**src/sv/assert_macros.svh**
```systemverilog
// Assertion macros shared by the RTL of the bitmap allocation engine.
// Depends on nothing; the asserting module must have clk and rst_n in scope.
`ifndef ASSERT_MACROS_SVH
`define ASSERT_MACROS_SVH

// Check a property on every rising clock edge outside reset.
`define BAE_ASSERT(label, prop, msg) \
  label: assert property (@(posedge clk) disable iff (!rst_n) (prop)) else $error(msg);

// Check that an antecedent is followed in the next cycle by a consequent.
`define BAE_ASSERT_NEXT(label, ante, cons, msg) \
  label: assert property (@(posedge clk) disable iff (!rst_n) (ante) |=> (cons)) else $error(msg);

`endif

```
**src/sv/bae_pkg.sv**
```systemverilog
// Package of the bitmap allocation engine: field widths, command and status codes,
// and the command and status structs between controller and datapath. No dependencies.
package bae_pkg;

  localparam int POS_W = 16;  // internal bit position width, holds index + length
  localparam int FLD_W = 13;  // width of positions and counts on the ports

  localparam logic [FLD_W-1:0] CFG_RESET = 13'd4096;

  localparam logic [2:0] MODE_FIND_SET  = 3'd0;
  localparam logic [2:0] MODE_FIND_CLR  = 3'd1;
  localparam logic [2:0] MODE_FIND_AREA = 3'd2;
  localparam logic [2:0] MODE_SET_RANGE = 3'd3;
  localparam logic [2:0] MODE_CLR_RANGE = 3'd4;

  localparam logic [1:0] STAT_OK        = 2'd0;
  localparam logic [1:0] STAT_NOT_FOUND = 2'd1;
  localparam logic [1:0] STAT_RANGE     = 2'd2;

  typedef enum logic [3:0] {
    OP_NONE,
    OP_CLR,
    OP_LOAD,
    OP_READ,
    OP_FIND_EX,
    OP_LOOK_EX,
    OP_C_N,
    OP_AREA_CALC,
    OP_CHK_EX,
    OP_RNG_EX,
    OP_RES_NF,
    OP_RES_RANGE_BAD,
    OP_PC_INIT,
    OP_PC_RUN,
    OP_OUT
  } op_t;

  // Which bit vector the word scan searches; depends on the controller state only.
  typedef enum logic [1:0] {
    VS_NONE,
    VS_FIND,
    VS_LOOK,
    VS_CHK
  } vsel_t;

  typedef struct packed {
    op_t   op;
    vsel_t vsel;
  } dp_cmd_t;

  typedef struct packed {
    logic [2:0] mode;
    logic       s_ge_n;
    logic       range_bad;
    logic       len_zero;
    logic       hit;
    logic       next_ge_n;
    logic       end_le_next;
    logic       area_stop;
    logic       pc_done;
    logic       clr_last;
  } dp_stat_t;

endpackage

```
**src/sv/bae_ctrl.sv**
```systemverilog
// Controller of the bitmap allocation engine: sequences the clearing pass, the
// word-by-word command phases and the output handshake. Depends on bae_pkg.
module bae_ctrl import bae_pkg::*; (
  input  logic     clk,
  input  logic     rst_n,
  input  logic     in_tvalid,
  output logic     in_tready,
  output logic     out_tvalid,
  input  logic     out_tready,
  input  dp_stat_t stat,
  output dp_cmd_t  cmd
);

  typedef enum logic [15:0] {
    S_CLR     = 16'b0000_0000_0000_0001,
    S_IDLE    = 16'b0000_0000_0000_0010,
    S_SETUP   = 16'b0000_0000_0000_0100,
    S_FIND_RD = 16'b0000_0000_0000_1000,
    S_FIND_EX = 16'b0000_0000_0001_0000,
    S_LOOK    = 16'b0000_0000_0010_0000,
    S_LOOK_RD = 16'b0000_0000_0100_0000,
    S_LOOK_EX = 16'b0000_0000_1000_0000,
    S_AREA    = 16'b0000_0001_0000_0000,
    S_CHK_RD  = 16'b0000_0010_0000_0000,
    S_CHK_EX  = 16'b0000_0100_0000_0000,
    S_RNG_RD  = 16'b0000_1000_0000_0000,
    S_RNG_EX  = 16'b0001_0000_0000_0000,
    S_PC_INIT = 16'b0010_0000_0000_0000,
    S_PC_RUN  = 16'b0100_0000_0000_0000,
    S_OUT     = 16'b1000_0000_0000_0000
  } state_t;

  state_t state_r, state_nxt;
  logic   out_valid_r, out_valid_nxt;

  assign in_tready  = (state_r == S_IDLE);
  assign out_tvalid = out_valid_r;

  // Vector select follows the state alone.
  always_comb begin
    case (state_r)
      S_FIND_EX: cmd.vsel = VS_FIND;
      S_LOOK_EX: cmd.vsel = VS_LOOK;
      S_CHK_EX:  cmd.vsel = VS_CHK;
      default:   cmd.vsel = VS_NONE;
    endcase
  end

  always_comb begin
    state_nxt = state_r;
    cmd.op    = OP_NONE;
    case (state_r)
      S_CLR: begin
        cmd.op = OP_CLR;
        if (stat.clr_last) begin
          state_nxt = S_IDLE;
        end
      end
      S_IDLE: begin
        if (in_tvalid) begin
          cmd.op    = OP_LOAD;
          state_nxt = S_SETUP;
        end
      end
      S_SETUP: begin
        case (stat.mode)
          MODE_FIND_SET, MODE_FIND_CLR: begin
            if (stat.s_ge_n) begin
              cmd.op    = OP_RES_NF;
              state_nxt = S_PC_INIT;
            end else begin
              state_nxt = S_FIND_RD;
            end
          end
          MODE_FIND_AREA: begin
            state_nxt = S_LOOK;
          end
          MODE_SET_RANGE, MODE_CLR_RANGE: begin
            if (stat.range_bad) begin
              cmd.op    = OP_RES_RANGE_BAD;
              state_nxt = S_PC_INIT;
            end else if (stat.len_zero) begin
              state_nxt = S_PC_INIT;
            end else begin
              state_nxt = S_RNG_RD;
            end
          end
          default: begin
            state_nxt = S_PC_INIT;
          end
        endcase
      end
      S_FIND_RD: begin
        cmd.op    = OP_READ;
        state_nxt = S_FIND_EX;
      end
      S_FIND_EX: begin
        cmd.op    = OP_FIND_EX;
        state_nxt = (stat.hit || stat.next_ge_n) ? S_PC_INIT : S_FIND_RD;
      end
      S_LOOK: begin
        if (stat.s_ge_n) begin
          cmd.op    = OP_C_N;
          state_nxt = S_AREA;
        end else begin
          state_nxt = S_LOOK_RD;
        end
      end
      S_LOOK_RD: begin
        cmd.op    = OP_READ;
        state_nxt = S_LOOK_EX;
      end
      S_LOOK_EX: begin
        cmd.op    = OP_LOOK_EX;
        state_nxt = (stat.hit || stat.next_ge_n) ? S_AREA : S_LOOK_RD;
      end
      S_AREA: begin
        cmd.op    = OP_AREA_CALC;
        state_nxt = stat.area_stop ? S_PC_INIT : S_CHK_RD;
      end
      S_CHK_RD: begin
        cmd.op    = OP_READ;
        state_nxt = S_CHK_EX;
      end
      S_CHK_EX: begin
        cmd.op = OP_CHK_EX;
        if (stat.hit) begin
          state_nxt = S_LOOK;
        end else if (stat.end_le_next) begin
          state_nxt = S_PC_INIT;
        end else begin
          state_nxt = S_CHK_RD;
        end
      end
      S_RNG_RD: begin
        cmd.op    = OP_READ;
        state_nxt = S_RNG_EX;
      end
      S_RNG_EX: begin
        cmd.op    = OP_RNG_EX;
        state_nxt = stat.end_le_next ? S_PC_INIT : S_RNG_RD;
      end
      S_PC_INIT: begin
        cmd.op    = OP_PC_INIT;
        state_nxt = S_PC_RUN;
      end
      S_PC_RUN: begin
        cmd.op = OP_PC_RUN;
        if (stat.pc_done) begin
          state_nxt = S_OUT;
        end
      end
      S_OUT: begin
        // Hold the result until the output register is free.
        if (!out_valid_r || out_tready) begin
          cmd.op    = OP_OUT;
          state_nxt = S_IDLE;
        end
      end
      default: begin
        state_nxt = S_IDLE;
      end
    endcase
  end

  always_comb begin
    if (cmd.op == OP_OUT) begin
      out_valid_nxt = 1'b1;
    end else if (out_tready) begin
      out_valid_nxt = 1'b0;
    end else begin
      out_valid_nxt = out_valid_r;
    end
  end

  always_ff @(posedge clk) begin
    if (!rst_n) begin
      state_r     <= S_CLR;
      out_valid_r <= 1'b0;
    end else begin
      state_r     <= state_nxt;
      out_valid_r <= out_valid_nxt;
    end
  end

endmodule

```
**config.mk**
```make
export PLATFORM = sky130hd
export DESIGN_NAME = bae_ctrl
export DESIGN_NICKNAME = d
export VERILOG_FILES = /design/src/sv/assert_macros.svh /design/src/sv/bae_pkg.sv /design/src/sv/bae_ctrl.sv
export SDC_FILE = /design/constraint.sdc
export NUM_CORES = 1
export LEC_CHECK = 0
export BUFFER_PORTS_ARGS = -buffer_cell sky130_fd_sc_hd__buf_2
export CORE_MARGIN = 8
export CORE_UTILIZATION = 45
export DETAILED_ROUTE_END_ITERATION = 8
export PLACE_DENSITY = 0.74
export SETUP_SLACK_MARGIN = 0.4
export SYNTH_ARGS = -nofsm -noshare
export SYNTH_HDL_FRONTEND = slang
export SYNTH_SLANG_ARGS = --single-unit
```
**constraint.sdc**
```tcl
create_clock -name clk -period 2.6 [get_ports clk]
set_clock_uncertainty 0.15 [all_clocks]
set_input_delay 0.26 -clock clk [delete_from_list [all_inputs] [get_ports clk]]
set_output_delay 0.26 -clock clk [all_outputs]
set_load 0.02 [all_outputs]
```
# Word level (Yosys, flattened, before mapping)
# Cells that the tools add are included.
# classes
n_eq_ne	25
muxes	26
n_reduce_logical	9
# op_table
cell	count
$pmux W16 S16	1
$mux W14	8
$mux W16	4
$pmux W4 S13	1
$pmux W16 S3	1
$mux W9	2
$eq A16 B1 Y1 const B	1
$eq A16 B10 Y1 const B	1
$eq A16 B11 Y1 const B	1
$eq A16 B12 Y1 const B	1
$eq A16 B13 Y1 const B	1
$eq A16 B14 Y1 const B	1
$eq A16 B15 Y1 const B	1
$eq A16 B16 Y1 const B	1
$eq A16 B2 Y1 const B	1
$eq A16 B3 Y1 const B	1
$eq A16 B4 Y1 const B	1
$eq A16 B5 Y1 const B	1
$eq A16 B6 Y1 const B	1
$eq A16 B7 Y1 const B	1
$eq A16 B8 Y1 const B	1
$eq A16 B9 Y1 const B	1
$mux W4	3
$ne A2 B2 Y1 const B	4
16 further kinds	20
# totals
output_inout_bits	8
wordCells	62
input_bits	16
regBits	17

# Logic depth before layout (Yosys ltp)
# depth
ltp_word	6
depth_mapped	8

# Worst setup path after synthesis
# Ideal clock, no wire load.
# synth_path
path_kind	register to output
from	register state_r[8]
to	output cmd[3] (netlist bit)
setup_slack_ps	499
stages_incl_launch_ff	8
t_arrival_ps	1691
n_path_buf	1
path_cell_list	dfxtp_1 -> nor4_2 -> buf_6 -> nand4_1 -> nor3b_2 -> inv_1 -> and3_1 -> nand4_1
# synth_lines
item	line	source
start: declaration	bae_ctrl.sv:33	state_t state_r, state_nxt;
start signal: assignment	bae_ctrl.sv:181	state_r <= state_nxt;
end: declaration	bae_ctrl.sv:11	output dp_cmd_t cmd

==> impl_metrics.ini <==
[run_status]
status = finished clean

[yosys]
synthSimpleGateAreaFrac_pct = 50.62
synth-async-reset-ratio_pct = 0
synthMuxAreaShare_pct = 0.8247
syn_inst = 153
synth-adder-area-share_pct = 0
syn_avg_cell_area_sq_um = 7.932
synthXorXnorAreaFrac_pct = 1.443
synth-main-ff-cell = dfxtp_1
syn-num-nets = 169
synth-edff-count = 0
synth_top_family_by_area = simple AND/OR/NAND/NOR gates
yosys_warnings = 0
synth-seq-area-share_pct = 28.04
ys_types = 39
synth-compound-area-share_pct = 13.51
synth-seq-cells = 17
synth_area_sq_um = 1214

[clocking]
htree_levels = 1
clk_pin_slew_ns = 0.10
cts-hold-fix-buffers = 0
cts.sinks = 17
cts_buffer_depth = 2
cts_root_buf = clkbuf_4
insertion_delay_ns = 0.29
tritoncts = done
cts_buffers = 3

[setup_path]
crit_family = simple AND/OR/NAND/NOR gates
worstPathRequired_ns = 2.19
endpoint = cmd[2]
worst_r2r_path_depth = 8
slowest_stage = dfxtp_4
cp_num_cells = 7
timing.critical_path.cells = nor4_4 > buf_4 > and2_4 > nand4_1 > and4_1 > nand4_1 > buf_6
critical_path.max_fanout = 5
worstSetupPathType = flop to output port
worstReg2RegEnd = state_r[1]
r2r-start = state_r[7]
crit_path_end_kind = output port
ff2ff_setup_slack_ns = 0.53
startpoint = state_r[6]
cpPeakStageDelay_ns = 0.38
critPathLaunchType = flop
crit_buf_inv = 2
crit_arrival_ns = 2.00
timing.critical_path.mode_cell = nand4_1

[sta]
report.final.slew_viol_count = 0
worstMarginPinSlew_ns = 0.5470
max_clock_freq_mhz = 414.6
rsz0062_at_grt = yes
slew_headroom_pct = 63.02
layout_worst_path_cycle_share_pct = 92.76
setup_slack_ns = 0.1882
setup_viol = 0
hold_violations = 0
min_period_ns = 2.412
setup_tns_ns = 0

[grt]
grt_overflow_total = 0
grt_pass1_vias = 1300
grt_max_degree = 14
grt_pass1_wl_um = 6044
track_usage_pct = 17.04
antenna_found_initial = 0

[finish]
n_antenna_cell = 0
areaGrowthSynthToFinish_pct = 42.06
utilization_pct = 64.76
fin_cells = 229
final_cell_mix = 24 x buf_4, 17 x nor2_1, 17 x buf_2
fill_cells = 210
final_common_cell = buf_4
layout-drive-gt1-share_pct = 45.96
nets = 215

[placed_design]
hpwl_um = 2622
post-place-ws_ns = 0.3490
place_congestion = 0.9502
dpl.cell_count = 205
io_buffers = 23

[floorplan]
rows = 19
initial_core_util_pct = 45.58
design.core.area_sq_um = 2663
die_w_um = 67.93
ios = 24
dieArea_sq_um = 4614
die_h_um = 67.93

[detailed_routing]
first_pass_iters = 4
viasPerCell = 6.210
drtAntennaViolNets = 0
drt-wirelength-per-cell_um = 17.61
drc = 0
num_vias = 1422
finalWirelength_um = 4033
drtIter0Drc = 104

[power]
p_leak_nw = 0.7056
p_per_area_nw_per_um2 = 319.5
irDropWorstVdd_v = 0.0002395

[run]
drv_cap = 0

[worst_hold_path]
hold_path_class = input pin to flop
==> final cells by class <==
type                    instances  area [sq um]  share of cell area (%)
clock buffers                   4         26.28                   1.524
inverters                       6         22.52                   1.306
multi-input cells             123         917.1                   53.19
flip-flops and latches         17         375.4                   21.77
well taps                      31         38.79                   2.250
repair buffers                 48         344.1                   19.96
==> metal layers <==
layer	wire length, um	global-route usage [%]	vias up
met1	1627	20.47	664
met2	1966	27.43	71
met3	297	4.092	12
met4	142	9.207	0
li1	-	-	675
met5	0	0	-
==> Yosys cell counts (2+ instances only) <==
library cell  number  area (sq um)
and2_1             5         31.28
nand3_1            9         45.04
a21oi_1            5         25.02
xor2_1             2         17.52
nor3_1             4         20.02
and3_1             4         25.02
or3_4              2         22.52
nand4_1           11         68.82
o21ai_0            8         40.04
and4_1             2         17.52
buf_6              2         22.52
nor4b_1           10         87.58
nand2_1            6         22.52
nor4_1             4         25.02
inv_1              6         22.52
nor2_1            17         63.81
nor2b_1            5         31.28
dfxtp_1           17         340.3
o22ai_1            2         12.51
nor3b_1            2         15.01
buf_2              3         15.01
nand2b_1           3         18.77
nor4_2             2         25.02
o21a_1             5         37.54
o32ai_1            2         17.52
clkbuf_1           2         7.510
==> state kept, by name (all words and copies together) (netlist names) <==
name / cells
state_r: 16
out_tvalid: 1
==> report_power, final <==
| part | leakage, nW | switching (mW) | internal [mW] | total [mW] |
|---|---|---|---|---|
| combinational | 0.544 | 0.0726 | 0.0628 | 0.135 |
| sequential | 0.147 | 0.00771 | 0.262 | 0.270 |
| clock | 0.0150 | 0.0860 | 0.0597 | 0.146 |
| total | 0.706 | 0.166 | 0.385 | 0.551 |
==> cell families after synthesis <==
| family | after synthesis |
|---|---|
| buffers and inverters | 13 |
| multiplexers | 1 |
| AND/OR/NAND/NOR | 94 |
| XOR/XNOR | 2 |
| flip-flops | 17 |
| AO/OA/AOI/OAI | 26 |
==> timing repair <==
item	4_1_cts	5_1_grt
resized for setup	40	18
setup endpoints to repair	6	8
pin swaps	12	9
setup buffers	12	8
==> worst min-delay path by stage <==
| stage | slack [ns] | startpoint | cells after the start | endpoint |
|---|---|---|---|---|
| 2_1_floorplan | 0.22 | rst_n | 1 | state_r[0] |
| 3_3_place_gp | 0.36 | state_r[10] | 1 | state_r[10] |
| 3_5_place_dp | 0.37 | state_r[8] | 1 | state_r[12] |
| 4_1_cts | 0.05 | stat[0] | 2 | state_r[0] |
| 5_1_grt | 0.03 | stat[0] | 2 | state_r[0] |
| 6_report | 0.02 | stat[0] | 2 | state_r[0] |
==> through the flow <==
step           instance area (sq um)  total power, mW  hold WS [ns]
3_3_place_gp                    1360           0.3708        0.3583
6_report                        1724           0.5509       0.02363
2_1_floorplan                   1214           0.3433        0.2198
3_5_place_dp                    1360           0.3747        0.3656
5_1_grt                         1724           0.5862       0.02770
4_1_cts                         1610           0.5412       0.05163
Note: power is estimated with default switching activity, not from simulation.
